<file path="config.mk">
export PLATFORM = sky130hd
export DESIGN_NAME = vending_credit_and_change_flat
export DESIGN_NICKNAME = d
export VERILOG_FILES = /design/src/rtl/core/vcc_pkg.sv /design/src/rtl/core/vcc_if.sv /design/src/rtl/core/vcc_ctrl.sv /design/src/rtl/core/vcc_dp.sv /design/src/rtl/core/vending_credit_and_change.sv /design/src/flat_wrapper.sv
export SDC_FILE = /design/constraint.sdc
export NUM_CORES = 1
export LEC_CHECK = 0
export ABC_AREA = 1
export BUFFER_PORTS_ARGS = -buffer_cell sky130_fd_sc_hd__buf_4
export CAP_MARGIN = 10
export CORE_MARGIN = 5
export CORE_UTILIZATION = 65
export DETAILED_ROUTE_END_ITERATION = 6
export PLACE_DENSITY_LB_ADDON = 0.3
export SETUP_SLACK_MARGIN = 0.5
export SYNTH_ARGS = -nofsm -noshare
export SYNTH_HDL_FRONTEND = slang
export SYNTH_SLANG_ARGS = --single-unit
</file>
<file path="constraint.sdc">
create_clock -name clk -period 10.05 [get_ports clk]
set_input_delay 1.5075 -clock clk [delete_from_list [all_inputs] [get_ports clk]]
set_output_delay 1.5075 -clock clk [all_outputs]
set_load 0.05 [all_outputs]
</file>
<file path="src/rtl/core/vcc_pkg.sv">
package vcc_pkg;

  // machine shape
  localparam int COIN_KINDS  = 3;
  localparam int DRINK_KINDS = 4;
  localparam int KIND_W      = 2;   // coin kind select width

  // field widths
  localparam int OP_W     = 2;
  localparam int IDX_W    = 2;
  localparam int STATUS_W = 2;
  localparam int CREDIT_W = 16;
  localparam int STOCK_W  = 8;
  localparam int PRICE_W  = 14;
  localparam int VALUE_W  = 10;
  localparam int CFG_IDX_W  = 3;
  localparam int CFG_DATA_W = 14;

  // operations
  localparam logic [OP_W-1:0] OP_COIN   = 2'd0;
  localparam logic [OP_W-1:0] OP_DOLLAR = 2'd1;
  localparam logic [OP_W-1:0] OP_BUY    = 2'd2;
  localparam logic [OP_W-1:0] OP_RETURN = 2'd3;

  // status codes
  localparam logic [STATUS_W-1:0] ST_OK        = 2'd0;
  localparam logic [STATUS_W-1:0] ST_NO_CREDIT = 2'd1;
  localparam logic [STATUS_W-1:0] ST_NO_STOCK  = 2'd2;
  localparam logic [STATUS_W-1:0] ST_BAD_INDEX = 2'd3;

  // register indexes
  localparam logic [CFG_IDX_W-1:0] REG_PRICE_A = 3'd0;
  localparam logic [CFG_IDX_W-1:0] REG_PRICE_B = 3'd1;
  localparam logic [CFG_IDX_W-1:0] REG_PRICE_C = 3'd2;
  localparam logic [CFG_IDX_W-1:0] REG_PRICE_D = 3'd3;
  localparam logic [CFG_IDX_W-1:0] REG_VALUE_A = 3'd4;
  localparam logic [CFG_IDX_W-1:0] REG_VALUE_B = 3'd5;
  localparam logic [CFG_IDX_W-1:0] REG_VALUE_C = 3'd6;

  localparam logic [CREDIT_W-1:0] DOLLAR_CENTS = 16'd100;
  localparam logic [STOCK_W-1:0]  STOCK_MAX    = 8'd255;
  localparam logic [STOCK_W-1:0]  DRINK_STOCK_RST = 8'd5;

  localparam logic [PRICE_W-1:0] PRICE_RST [DRINK_KINDS] =
    '{14'd75, 14'd75, 14'd80, 14'd80};
  localparam logic [VALUE_W-1:0] VALUE_RST [COIN_KINDS] =
    '{10'd25, 10'd10, 10'd5};
  localparam logic [STOCK_W-1:0] COIN_STOCK_RST [COIN_KINDS] =
    '{8'd5, 8'd5, 8'd20};

  localparam logic [KIND_W-1:0] LAST_KIND = KIND_W'(COIN_KINDS - 1);

  typedef struct packed {
    logic do_op;      // execute insert / dollar / buy from the input word
    logic start_pay;  // begin coin return
    logic pay_step;   // one change step
    logic load_out;   // move result into the output register
  } vcc_cmd_t;

  typedef struct packed {
    logic pay_done;   // last coin kind finished this cycle
  } vcc_sts_t;

endpackage

</file>
<file path="src/rtl/core/vcc_if.sv">
interface vcc_in_if
  import vcc_pkg::*;
();
  logic             valid;
  logic             ready;
  logic [OP_W-1:0]  operation;
  logic [IDX_W-1:0] item_index;

  modport source (output valid, output operation, output item_index, input ready);
  modport sink   (input valid, input operation, input item_index, output ready);
endinterface

interface vcc_out_if
  import vcc_pkg::*;
();
  logic                valid;
  logic                ready;
  logic [STATUS_W-1:0] status;
  logic [CREDIT_W-1:0] credit_after;
  logic [STOCK_W-1:0]  returned_kind_a;
  logic [STOCK_W-1:0]  returned_kind_b;
  logic [STOCK_W-1:0]  returned_kind_c;

  modport source (output valid, output status, output credit_after,
                  output returned_kind_a, output returned_kind_b,
                  output returned_kind_c, input ready);
  modport sink   (input valid, input status, input credit_after,
                  input returned_kind_a, input returned_kind_b,
                  input returned_kind_c, output ready);
endinterface

</file>
<file path="src/rtl/core/vcc_ctrl.sv">
module vcc_ctrl
  import vcc_pkg::*;
(
  input  logic            clk,
  input  logic            rst,
  input  logic            in_valid,
  output logic            in_ready,
  input  logic [OP_W-1:0] in_operation,
  output logic            out_valid,
  input  logic            out_ready,
  output vcc_cmd_t        cmd,
  input  vcc_sts_t        sts
);

  localparam logic [1:0] S_IDLE = 2'd0;
  localparam logic [1:0] S_PAY  = 2'd1;
  localparam logic [1:0] S_FIN  = 2'd2;

  logic [1:0] state;
  logic [1:0] state_next;
  logic       accept;

  assign in_ready = (state == S_IDLE);
  assign accept   = in_valid && in_ready;

  // commands use state, handshakes and opcode only, never datapath status
  always_comb begin
    cmd = '0;
    unique case (state)
      S_IDLE: begin
        if (accept) begin
          if (in_operation == OP_RETURN) cmd.start_pay = 1'b1;
          else cmd.do_op = 1'b1;
        end
      end
      S_PAY: cmd.pay_step = 1'b1;
      // output register free or draining this cycle
      S_FIN: cmd.load_out = !out_valid || out_ready;
      default: ;
    endcase
  end

  always_comb begin
    state_next = state;
    unique case (state)
      S_IDLE: begin
        if (accept) state_next = (in_operation == OP_RETURN) ? S_PAY : S_FIN;
      end
      S_PAY: begin
        if (sts.pay_done) state_next = S_FIN;
      end
      S_FIN: begin
        if (cmd.load_out) state_next = S_IDLE;
      end
      default: state_next = S_IDLE;
    endcase
  end

  always_ff @(posedge clk) begin
    if (rst) begin
      state     <= S_IDLE;
      out_valid <= 1'b0;
    end else begin
      state <= state_next;
      if (cmd.load_out) out_valid <= 1'b1;
      else if (out_ready) out_valid <= 1'b0;
    end
  end

endmodule

</file>
<file path="src/rtl/core/vcc_dp.sv">
module vcc_dp
  import vcc_pkg::*;
(
  input  logic                  clk,
  input  logic                  rst,
  input  logic                  cfg_we,
  input  logic [CFG_IDX_W-1:0]  cfg_index,
  input  logic [CFG_DATA_W-1:0] cfg_data,
  input  logic [OP_W-1:0]       in_operation,
  input  logic [IDX_W-1:0]      in_item_index,
  input  vcc_cmd_t              cmd,
  output vcc_sts_t              sts,
  output logic [STATUS_W-1:0]   out_status,
  output logic [CREDIT_W-1:0]   out_credit_after,
  output logic [STOCK_W-1:0]    out_returned_kind_a,
  output logic [STOCK_W-1:0]    out_returned_kind_b,
  output logic [STOCK_W-1:0]    out_returned_kind_c
);

  logic [PRICE_W-1:0]  price       [DRINK_KINDS];
  logic [VALUE_W-1:0]  coin_value  [COIN_KINDS];
  logic [STOCK_W-1:0]  drink_stock [DRINK_KINDS];
  logic [STOCK_W-1:0]  coin_stock  [COIN_KINDS];
  logic [STOCK_W-1:0]  paid        [COIN_KINDS];
  logic [CREDIT_W-1:0] credit;
  logic [KIND_W-1:0]   kind;
  logic [STATUS_W-1:0] res_status;

  // one shared coin-array address: input kind on insert, counter on return
  logic [KIND_W-1:0]   coin_addr;
  logic [STOCK_W-1:0]  cs;
  logic [VALUE_W-1:0]  cv;
  logic                coin_ok;
  logic [CREDIT_W-1:0] add_val;
  logic [CREDIT_W:0]   sum;
  logic [CREDIT_W-1:0] credit_sat;
  logic [PRICE_W-1:0]  pr;
  logic [STOCK_W-1:0]  ds;
  logic                pay_coin;
  logic                pay_all;
  logic                advance;

  assign coin_addr = cmd.pay_step ? kind : in_item_index;
  assign coin_ok   = 32'(coin_addr) < COIN_KINDS;
  assign cs        = coin_ok ? coin_stock[coin_addr] : '0;
  assign cv        = coin_ok ? coin_value[coin_addr] : '0;
  assign pr        = price[in_item_index];
  assign ds        = drink_stock[in_item_index];

  assign add_val    = (in_operation == OP_DOLLAR) ? DOLLAR_CENTS : CREDIT_W'(cv);
  assign sum        = {1'b0, credit} + {1'b0, add_val};
  assign credit_sat = sum[CREDIT_W] ? '1 : sum[CREDIT_W-1:0];

  // change step: zero-valued kind empties its stock at once
  assign pay_all  = (cv == '0);
  assign pay_coin = !pay_all && (cs != '0) && (credit >= CREDIT_W'(cv));
  assign advance  = !pay_coin;
  assign sts.pay_done = cmd.pay_step && advance && (kind == LAST_KIND);

  always_ff @(posedge clk) begin
    if (rst) begin
      credit <= '0;
      kind   <= '0;
      for (int i = 0; i < DRINK_KINDS; i++) begin
        price[i]       <= PRICE_RST[i];
        drink_stock[i] <= DRINK_STOCK_RST;
      end
      for (int i = 0; i < COIN_KINDS; i++) begin
        coin_value[i] <= VALUE_RST[i];
        coin_stock[i] <= COIN_STOCK_RST[i];
      end
    end else begin
      if (cfg_we) begin
        unique case (cfg_index)
          REG_PRICE_A: price[0] <= cfg_data[PRICE_W-1:0];
          REG_PRICE_B: price[1] <= cfg_data[PRICE_W-1:0];
          REG_PRICE_C: price[2] <= cfg_data[PRICE_W-1:0];
          REG_PRICE_D: price[3] <= cfg_data[PRICE_W-1:0];
          REG_VALUE_A: coin_value[0] <= cfg_data[VALUE_W-1:0];
          REG_VALUE_B: coin_value[1] <= cfg_data[VALUE_W-1:0];
          REG_VALUE_C: coin_value[2] <= cfg_data[VALUE_W-1:0];
          default: ;
        endcase
      end

      if (cmd.do_op) begin
        unique case (in_operation)
          OP_COIN: begin
            if (coin_ok) begin
              if (cs != STOCK_MAX) coin_stock[coin_addr] <= cs + 8'd1;
              credit <= credit_sat;
            end
          end
          OP_DOLLAR: credit <= credit_sat;
          OP_BUY: begin
            if (credit >= CREDIT_W'(pr) && ds != '0) begin
              drink_stock[in_item_index] <= ds - 8'd1;
              credit <= credit - CREDIT_W'(pr);
            end
          end
          default: ;
        endcase
      end

      if (cmd.start_pay) kind <= '0;

      if (cmd.pay_step) begin
        if (pay_all) begin
          coin_stock[kind] <= '0;
        end else if (pay_coin) begin
          coin_stock[kind] <= cs - 8'd1;
          credit <= credit - CREDIT_W'(cv);
        end
        if (advance) kind <= kind + 1'b1;
        if (sts.pay_done) credit <= '0;
      end
    end
  end

  // result staging and output register (payload, no reset)
  always_ff @(posedge clk) begin
    if (cmd.do_op) begin
      for (int i = 0; i < COIN_KINDS; i++) paid[i] <= '0;
      unique case (in_operation)
        OP_COIN:   res_status <= coin_ok ? ST_OK : ST_BAD_INDEX;
        OP_BUY: begin
          if (32'(in_item_index) >= DRINK_KINDS) res_status <= ST_BAD_INDEX;
          else if (credit < CREDIT_W'(pr))       res_status <= ST_NO_CREDIT;
          else if (ds == '0)                     res_status <= ST_NO_STOCK;
          else                                   res_status <= ST_OK;
        end
        default:   res_status <= ST_OK;
      endcase
    end
    if (cmd.start_pay) begin
      for (int i = 0; i < COIN_KINDS; i++) paid[i] <= '0;
      res_status <= ST_OK;
    end
    if (cmd.pay_step) begin
      if (pay_all)       paid[kind] <= cs;
      else if (pay_coin) paid[kind] <= paid[kind] + 8'd1;
    end
    if (cmd.load_out) begin
      out_status          <= res_status;
      out_credit_after    <= credit;
      out_returned_kind_a <= paid[0];
      out_returned_kind_b <= paid[1];
      out_returned_kind_c <= paid[2];
    end
  end

endmodule

</file>
<file path="src/rtl/core/vending_credit_and_change.sv">
// Insert, dollar and buy execute at acceptance; fin loads the result once the
//   output register can take it. A return first adds one change step per coin
//   paid plus one per kind (a zero-valued kind pays its whole stock in one step).
// Throughput: one word in flight; the next is accepted once the result is loaded.
// Reset (rst, synchronous): credit 0, drink stock 5 each, coin stock 5/5/20,
//   prices 75/75/80/80, coin values 25/10/5, no result pending.
module vending_credit_and_change
  import vcc_pkg::*;
(
  input  logic                  clk,
  input  logic                  rst,
  // configuration write port
  input  logic                  cfg_we,
  input  logic [CFG_IDX_W-1:0]  cfg_index,
  input  logic [CFG_DATA_W-1:0] cfg_data,
  // event words in, result words out
  vcc_in_if.sink                in_ch,
  vcc_out_if.source             out_ch
);

  vcc_cmd_t cmd;
  vcc_sts_t sts;

  // Controller: sequences one event word at a time.
  //   idle -> fin        insert / dollar / buy, executed at acceptance
  //   idle -> pay -> fin coin return, greedy change kind by kind
  //   fin  -> idle       result copied into the output register
  // The output register decouples the sides: a new word is accepted
  // while the previous result still waits for the sink.
  vcc_ctrl u_ctrl (
    .clk          (clk),
    .rst          (rst),
    .in_valid     (in_ch.valid),
    .in_ready     (in_ch.ready),
    .in_operation (in_ch.operation),
    .out_valid    (out_ch.valid),
    .out_ready    (out_ch.ready),
    .cmd          (cmd),
    .sts          (sts)
  );

  // Datapath: config registers, credit and stock counters, change unit
  // (compare credit against coin value, subtract, count), result staging.
  // Credit saturates at all ones on coin or dollar; coin stock saturates at 255.
  vcc_dp u_dp (
    .clk                 (clk),
    .rst                 (rst),
    .cfg_we              (cfg_we),
    .cfg_index           (cfg_index),
    .cfg_data            (cfg_data),
    .in_operation        (in_ch.operation),
    .in_item_index       (in_ch.item_index),
    .cmd                 (cmd),
    .sts                 (sts),
    .out_status          (out_ch.status),
    .out_credit_after    (out_ch.credit_after),
    .out_returned_kind_a (out_ch.returned_kind_a),
    .out_returned_kind_b (out_ch.returned_kind_b),
    .out_returned_kind_c (out_ch.returned_kind_c)
  );

endmodule

</file>
<file path="src/flat_wrapper.sv">
// flat-port wrapper written by rule: the top's interface ports become plain ports
module vending_credit_and_change_flat import vcc_pkg::*;
  (clk, rst, cfg_we, cfg_index, cfg_data, in_ch_valid, in_ch_operation, in_ch_item_index, in_ch_ready, out_ch_valid, out_ch_status, out_ch_credit_after, out_ch_returned_kind_a, out_ch_returned_kind_b, out_ch_returned_kind_c, out_ch_ready);
  vcc_in_if in_ch_i ();
  vcc_out_if out_ch_i ();
  input  logic clk;
  input  logic rst;
  input  logic cfg_we;
  input  logic [CFG_IDX_W-1:0] cfg_index;
  input  logic [CFG_DATA_W-1:0] cfg_data;
  input wire logic [$bits(in_ch_i.valid)-1:0] in_ch_valid;
  input wire logic [$bits(in_ch_i.operation)-1:0] in_ch_operation;
  input wire logic [$bits(in_ch_i.item_index)-1:0] in_ch_item_index;
  output wire logic [$bits(in_ch_i.ready)-1:0] in_ch_ready;
  output wire logic [$bits(out_ch_i.valid)-1:0] out_ch_valid;
  output wire logic [$bits(out_ch_i.status)-1:0] out_ch_status;
  output wire logic [$bits(out_ch_i.credit_after)-1:0] out_ch_credit_after;
  output wire logic [$bits(out_ch_i.returned_kind_a)-1:0] out_ch_returned_kind_a;
  output wire logic [$bits(out_ch_i.returned_kind_b)-1:0] out_ch_returned_kind_b;
  output wire logic [$bits(out_ch_i.returned_kind_c)-1:0] out_ch_returned_kind_c;
  input wire logic [$bits(out_ch_i.ready)-1:0] out_ch_ready;
  assign in_ch_i.valid = in_ch_valid;
  assign in_ch_i.operation = in_ch_operation;
  assign in_ch_i.item_index = in_ch_item_index;
  assign in_ch_ready = in_ch_i.ready;
  assign out_ch_valid = out_ch_i.valid;
  assign out_ch_status = out_ch_i.status;
  assign out_ch_credit_after = out_ch_i.credit_after;
  assign out_ch_returned_kind_a = out_ch_i.returned_kind_a;
  assign out_ch_returned_kind_b = out_ch_i.returned_kind_b;
  assign out_ch_returned_kind_c = out_ch_i.returned_kind_c;
  assign out_ch_i.ready = out_ch_ready;
  vending_credit_and_change u_core (.clk(clk), .rst(rst), .cfg_we(cfg_we), .cfg_index(cfg_index), .cfg_data(cfg_data), .in_ch(in_ch_i), .out_ch(out_ch_i));
endmodule
</file>
==> impl_metrics.yaml <==
outcome:
  outcome: "finished, final reports clean"
timing:
  finClkSkew_ps: 10.7
  period_needed_ps: 5840
  worst_pin_slew_ps: 1060
  setup_ws_ps: 4210
  hold_violations: 0
  setup_viol: 0
  fin_setup_tns_ps: 0
  period_share: 0.581
  rsz0062_at_grt: "no"
  holdWs_ps: 443
  maxSlewHeadroom: 0.289
  fmax_mhz: 171
  slew_violations: 0
die:
  core_mm2: 0.0208
  fp.dieH_um: 155
  die_w_um: 155
  start_util: 0.655
  row_count: 53
  die-area_mm2: 0.0240
  top_level_ports: 70
finish:
  fin_util: 0.729
  num-fill-cells: 1597
  synthToLayoutAreaGrowth_pct: 11.3
  final_cells: 1931
  multi_input_area_mm2: 0.00561
  fin_nets: 1710
  num_antenna_cells: 0
  final_area_mm2: 0.0152
  final_layout_size_suffix_gt1_frac: 0.100
  seq_area_mm2: 0.00716
logic_synthesis:
  yosysSeqAreaShare: 0.525
  ys_ff_latch: 246
  synth-adder-area-share: 0.0439
  synth-simple-area-share: 0.271
  ys_warn_count: 0
  synth_edf_count: 223
  synth-compound-area-share: 0.0710
  synth_area_leaders: "edfxtp_1 (49%), nand2_1 (11%), nor2_1 (7.3%)"
  synth.distinct_cells: 57
  ys_async_sr_fraction: 0
  synth_xor_area_frac: 0.0250
  syn-num-nets: 1649
  netlist_instances: 1577
  synth_most_common_cell: "nand2_1"
  ys.flop_type: "edfxtp_1"
  synth_top_area_cell: "edfxtp_1"
  syn_avg_cell_area_um2: 8.65
  synth_area_mm2: 0.0136
  netlist.area_leader.share: 0.491
  synth_common_cells: "nand2_1 (406), nor2_1 (264), edfxtp_1 (223), inv_1 (169), nand3_1 (113)"
  synthMuxAreaShare: 0
  synth_top_family_by_area: "simple AND/OR/NAND/NOR gates"
detailed_routing:
  vias: 11281
  wire_per_inst_um: 18.9
  drc: 0
  postRouteAntennaNets: 0
  avgViaCountPerCell: 5.84
  drtIter0Drc: 1192
  routed_wl_mm: 36.6
  firstDrtPassIters: 6
placed_design:
  hpwlAfterDp_mm: 26.8
  dp_slack_ps: 3480
  place_congestion: 0.966
  placed_cells: 1884
  placed_area_mm2: 0.0143
  io_buffers: 69
pwr:
  swShare: 0.290
  switching_power_mw: 0.770
  p_leak_nw: 6.65
  pwr_density_cell_mw_per_mm2: 175
  pwr-share-comb: 0.190
  p_total_mw: 2.66
  vdd_drop_max_mv: 0.142
  internal_power_mw: 1.88
  pwr-share-clk: 0.356
  sequentialPowerShare: 0.454
global_routing:
  grt_max_degree: 43
  grt.busiest_layer: "met2"
  grt_pass1_wl_mm: 57.3
  grt_pass1_vias: 10746
  grtUsageMet3: 0.0584
  grt_overflow_total: 0
  antenna_found_initial: 0
  grt_util_all_layers: 0.304
  use_met1: 0.427
  use_met2: 0.487
setup_path:
  critPathMaxStageDelay_ps: 450
  crit_chain: "buf_4 -> inv_1 -> nand2_1 -> clkinv_1 -> a22oi_1 -> o21ai_0 -> ha_1 -> inv_1 -> fa_1 -> nand3_1 -> nand2_1 -> nand2_1 -> nand2_1 -> nand2_1 -> nand3_1 -> nand2_1 -> nor2_2 -> nand2_2 -> nor2_1 -> inv_1 -> nor2_1 -> inv_1 -> nand2_1"
  startpoint_type: "input pin"
  crit_slowest_cell: "clkinv_1"
  endpoint_kind: "flip-flop"
  crit_top_cell: "nand2_1"
  critPathRequiredTime_ps: 10250
  arrival_ps: 6040
  path_max_fanout: 29
  worstSetupPathType: "in -> reg"
clock_network:
  cts_resized: 0
  cts.reportedPaths.clkPinSlew_ps: 60
  post-cts-setup-buffers: 0
  clockBufferDepth: 3
  clkLatencyLatePin_ps: 530
  cts_tree: "done"
  holdBufCountCts: 0
  htree_levels: 1
  cts_buffers: 25
  clock_sinks: 246
  cts-root-buf: "clkbuf_16"
min_path:
  hold_class: "reg -> reg"
run:
  cap_violations: 0
-- cells by family (layout without fill, tap and decap cells) --
family / count (synthesis) / after routing
adder cells (fa/ha/maj): 46 / 46
AO/OA/AOI/OAI: 155 / 155
flip-flops: 246 / 246
AND/OR/NAND/NOR: 869 / 869
XOR/XNOR: 39 / 39
buffers and inverters: 222 / 301
-- final cells by class --
cell class,count,share of cell area
clock buffers,30,0.0424
inverters,182,0.0450
multi-input cells,1109,0.369
flip-flops and latches,246,0.471
repair buffers,74,0.0372
well taps,275,0.0227
clock inverters,15,0.0119
-- cells in the final DEF, fill, tap and decap left out, types with 17 or more instances in the layout --
cell	n
ha_1	43
dfxtp_1	23
xnor2_1	17
o21ai_0	45
nor2_1	263
inv_1	169
xor2_1	22
a21oi_1	45
nor3_1	26
clkbuf_16	25
nand3_1	113
buf_4	72
edfxtp_1	223
nand2_1	406
-- flip-flops by register name, indices dropped and copies added, names as in the netlist, 8 cells and up --
register / count
u_core.u_dp.price: 56
u_core.u_dp.drink_stock: 32
u_core.u_dp.paid: 32
u_core.u_dp.coin_stock: 31
u_core.u_dp.coin_value: 30
u_core.u_dp.credit: 16
u_core.u_dp.out_credit_after: 16
out_ch_returned_kind_a: 8
out_ch_returned_kind_b: 8
out_ch_returned_kind_c: 8
-- power groups by stage --
| stage | logic, mW | registers (mW) | clock network (mW) |
|---|---|---|---|
| finish | 0.504 | 1.20 | 0.946 |
| global route | 0.553 | 1.21 | 0.999 |
| CTS | 0.495 | 1.20 | 0.954 |
| detailed placement | 0.491 | 1.23 | 0 |
| global placement | 0.484 | 1.22 | 0 |
| floorplan | 0.327 | 1.25 | 0 |
-- path summary, 6_finish.rpt --
path                                                        startpoint  slack [ps]  cells after the start                                          end
worst max-delay path                               in_ch_item_index[0]        4210                     23  u_core.u_dp.drink_stock[1][0]$_SDFFCE_PN1P_
worst min-delay path            u_core.u_dp.res_status[0]$_SDFFE_PP0P_         440                      0          u_core.u_dp.out_status[0]$_DFFE_PP_
worst max register to register          u_core.u_dp.kind[0]$_SDFF_PP0_        4680                     21            u_core.u_dp.credit[11]$_SDFF_PP0_
worst min register to register  u_core.u_dp.res_status[0]$_SDFFE_PP0P_         440                      0          u_core.u_dp.out_status[0]$_DFFE_PP_
-- critical path, delay by kind of cell --
| family | cells | cell delay, ps |
|---|---|---|
| simple gates | 13 | 2150 |
| compound gates | 2 | 430 |
| buf+inv | 6 | 1450 |
| fa+ha+maj | 2 | 470 |
-- routing by layer --
metal / wire, um / vias up
met4: 1170 / 0
met3: 3850 / 100
met1: 14800 / 5219
met2: 16800 / 602
met5: 0 / -
li1: - / 5360
Power figures use the tool's default switching activity.
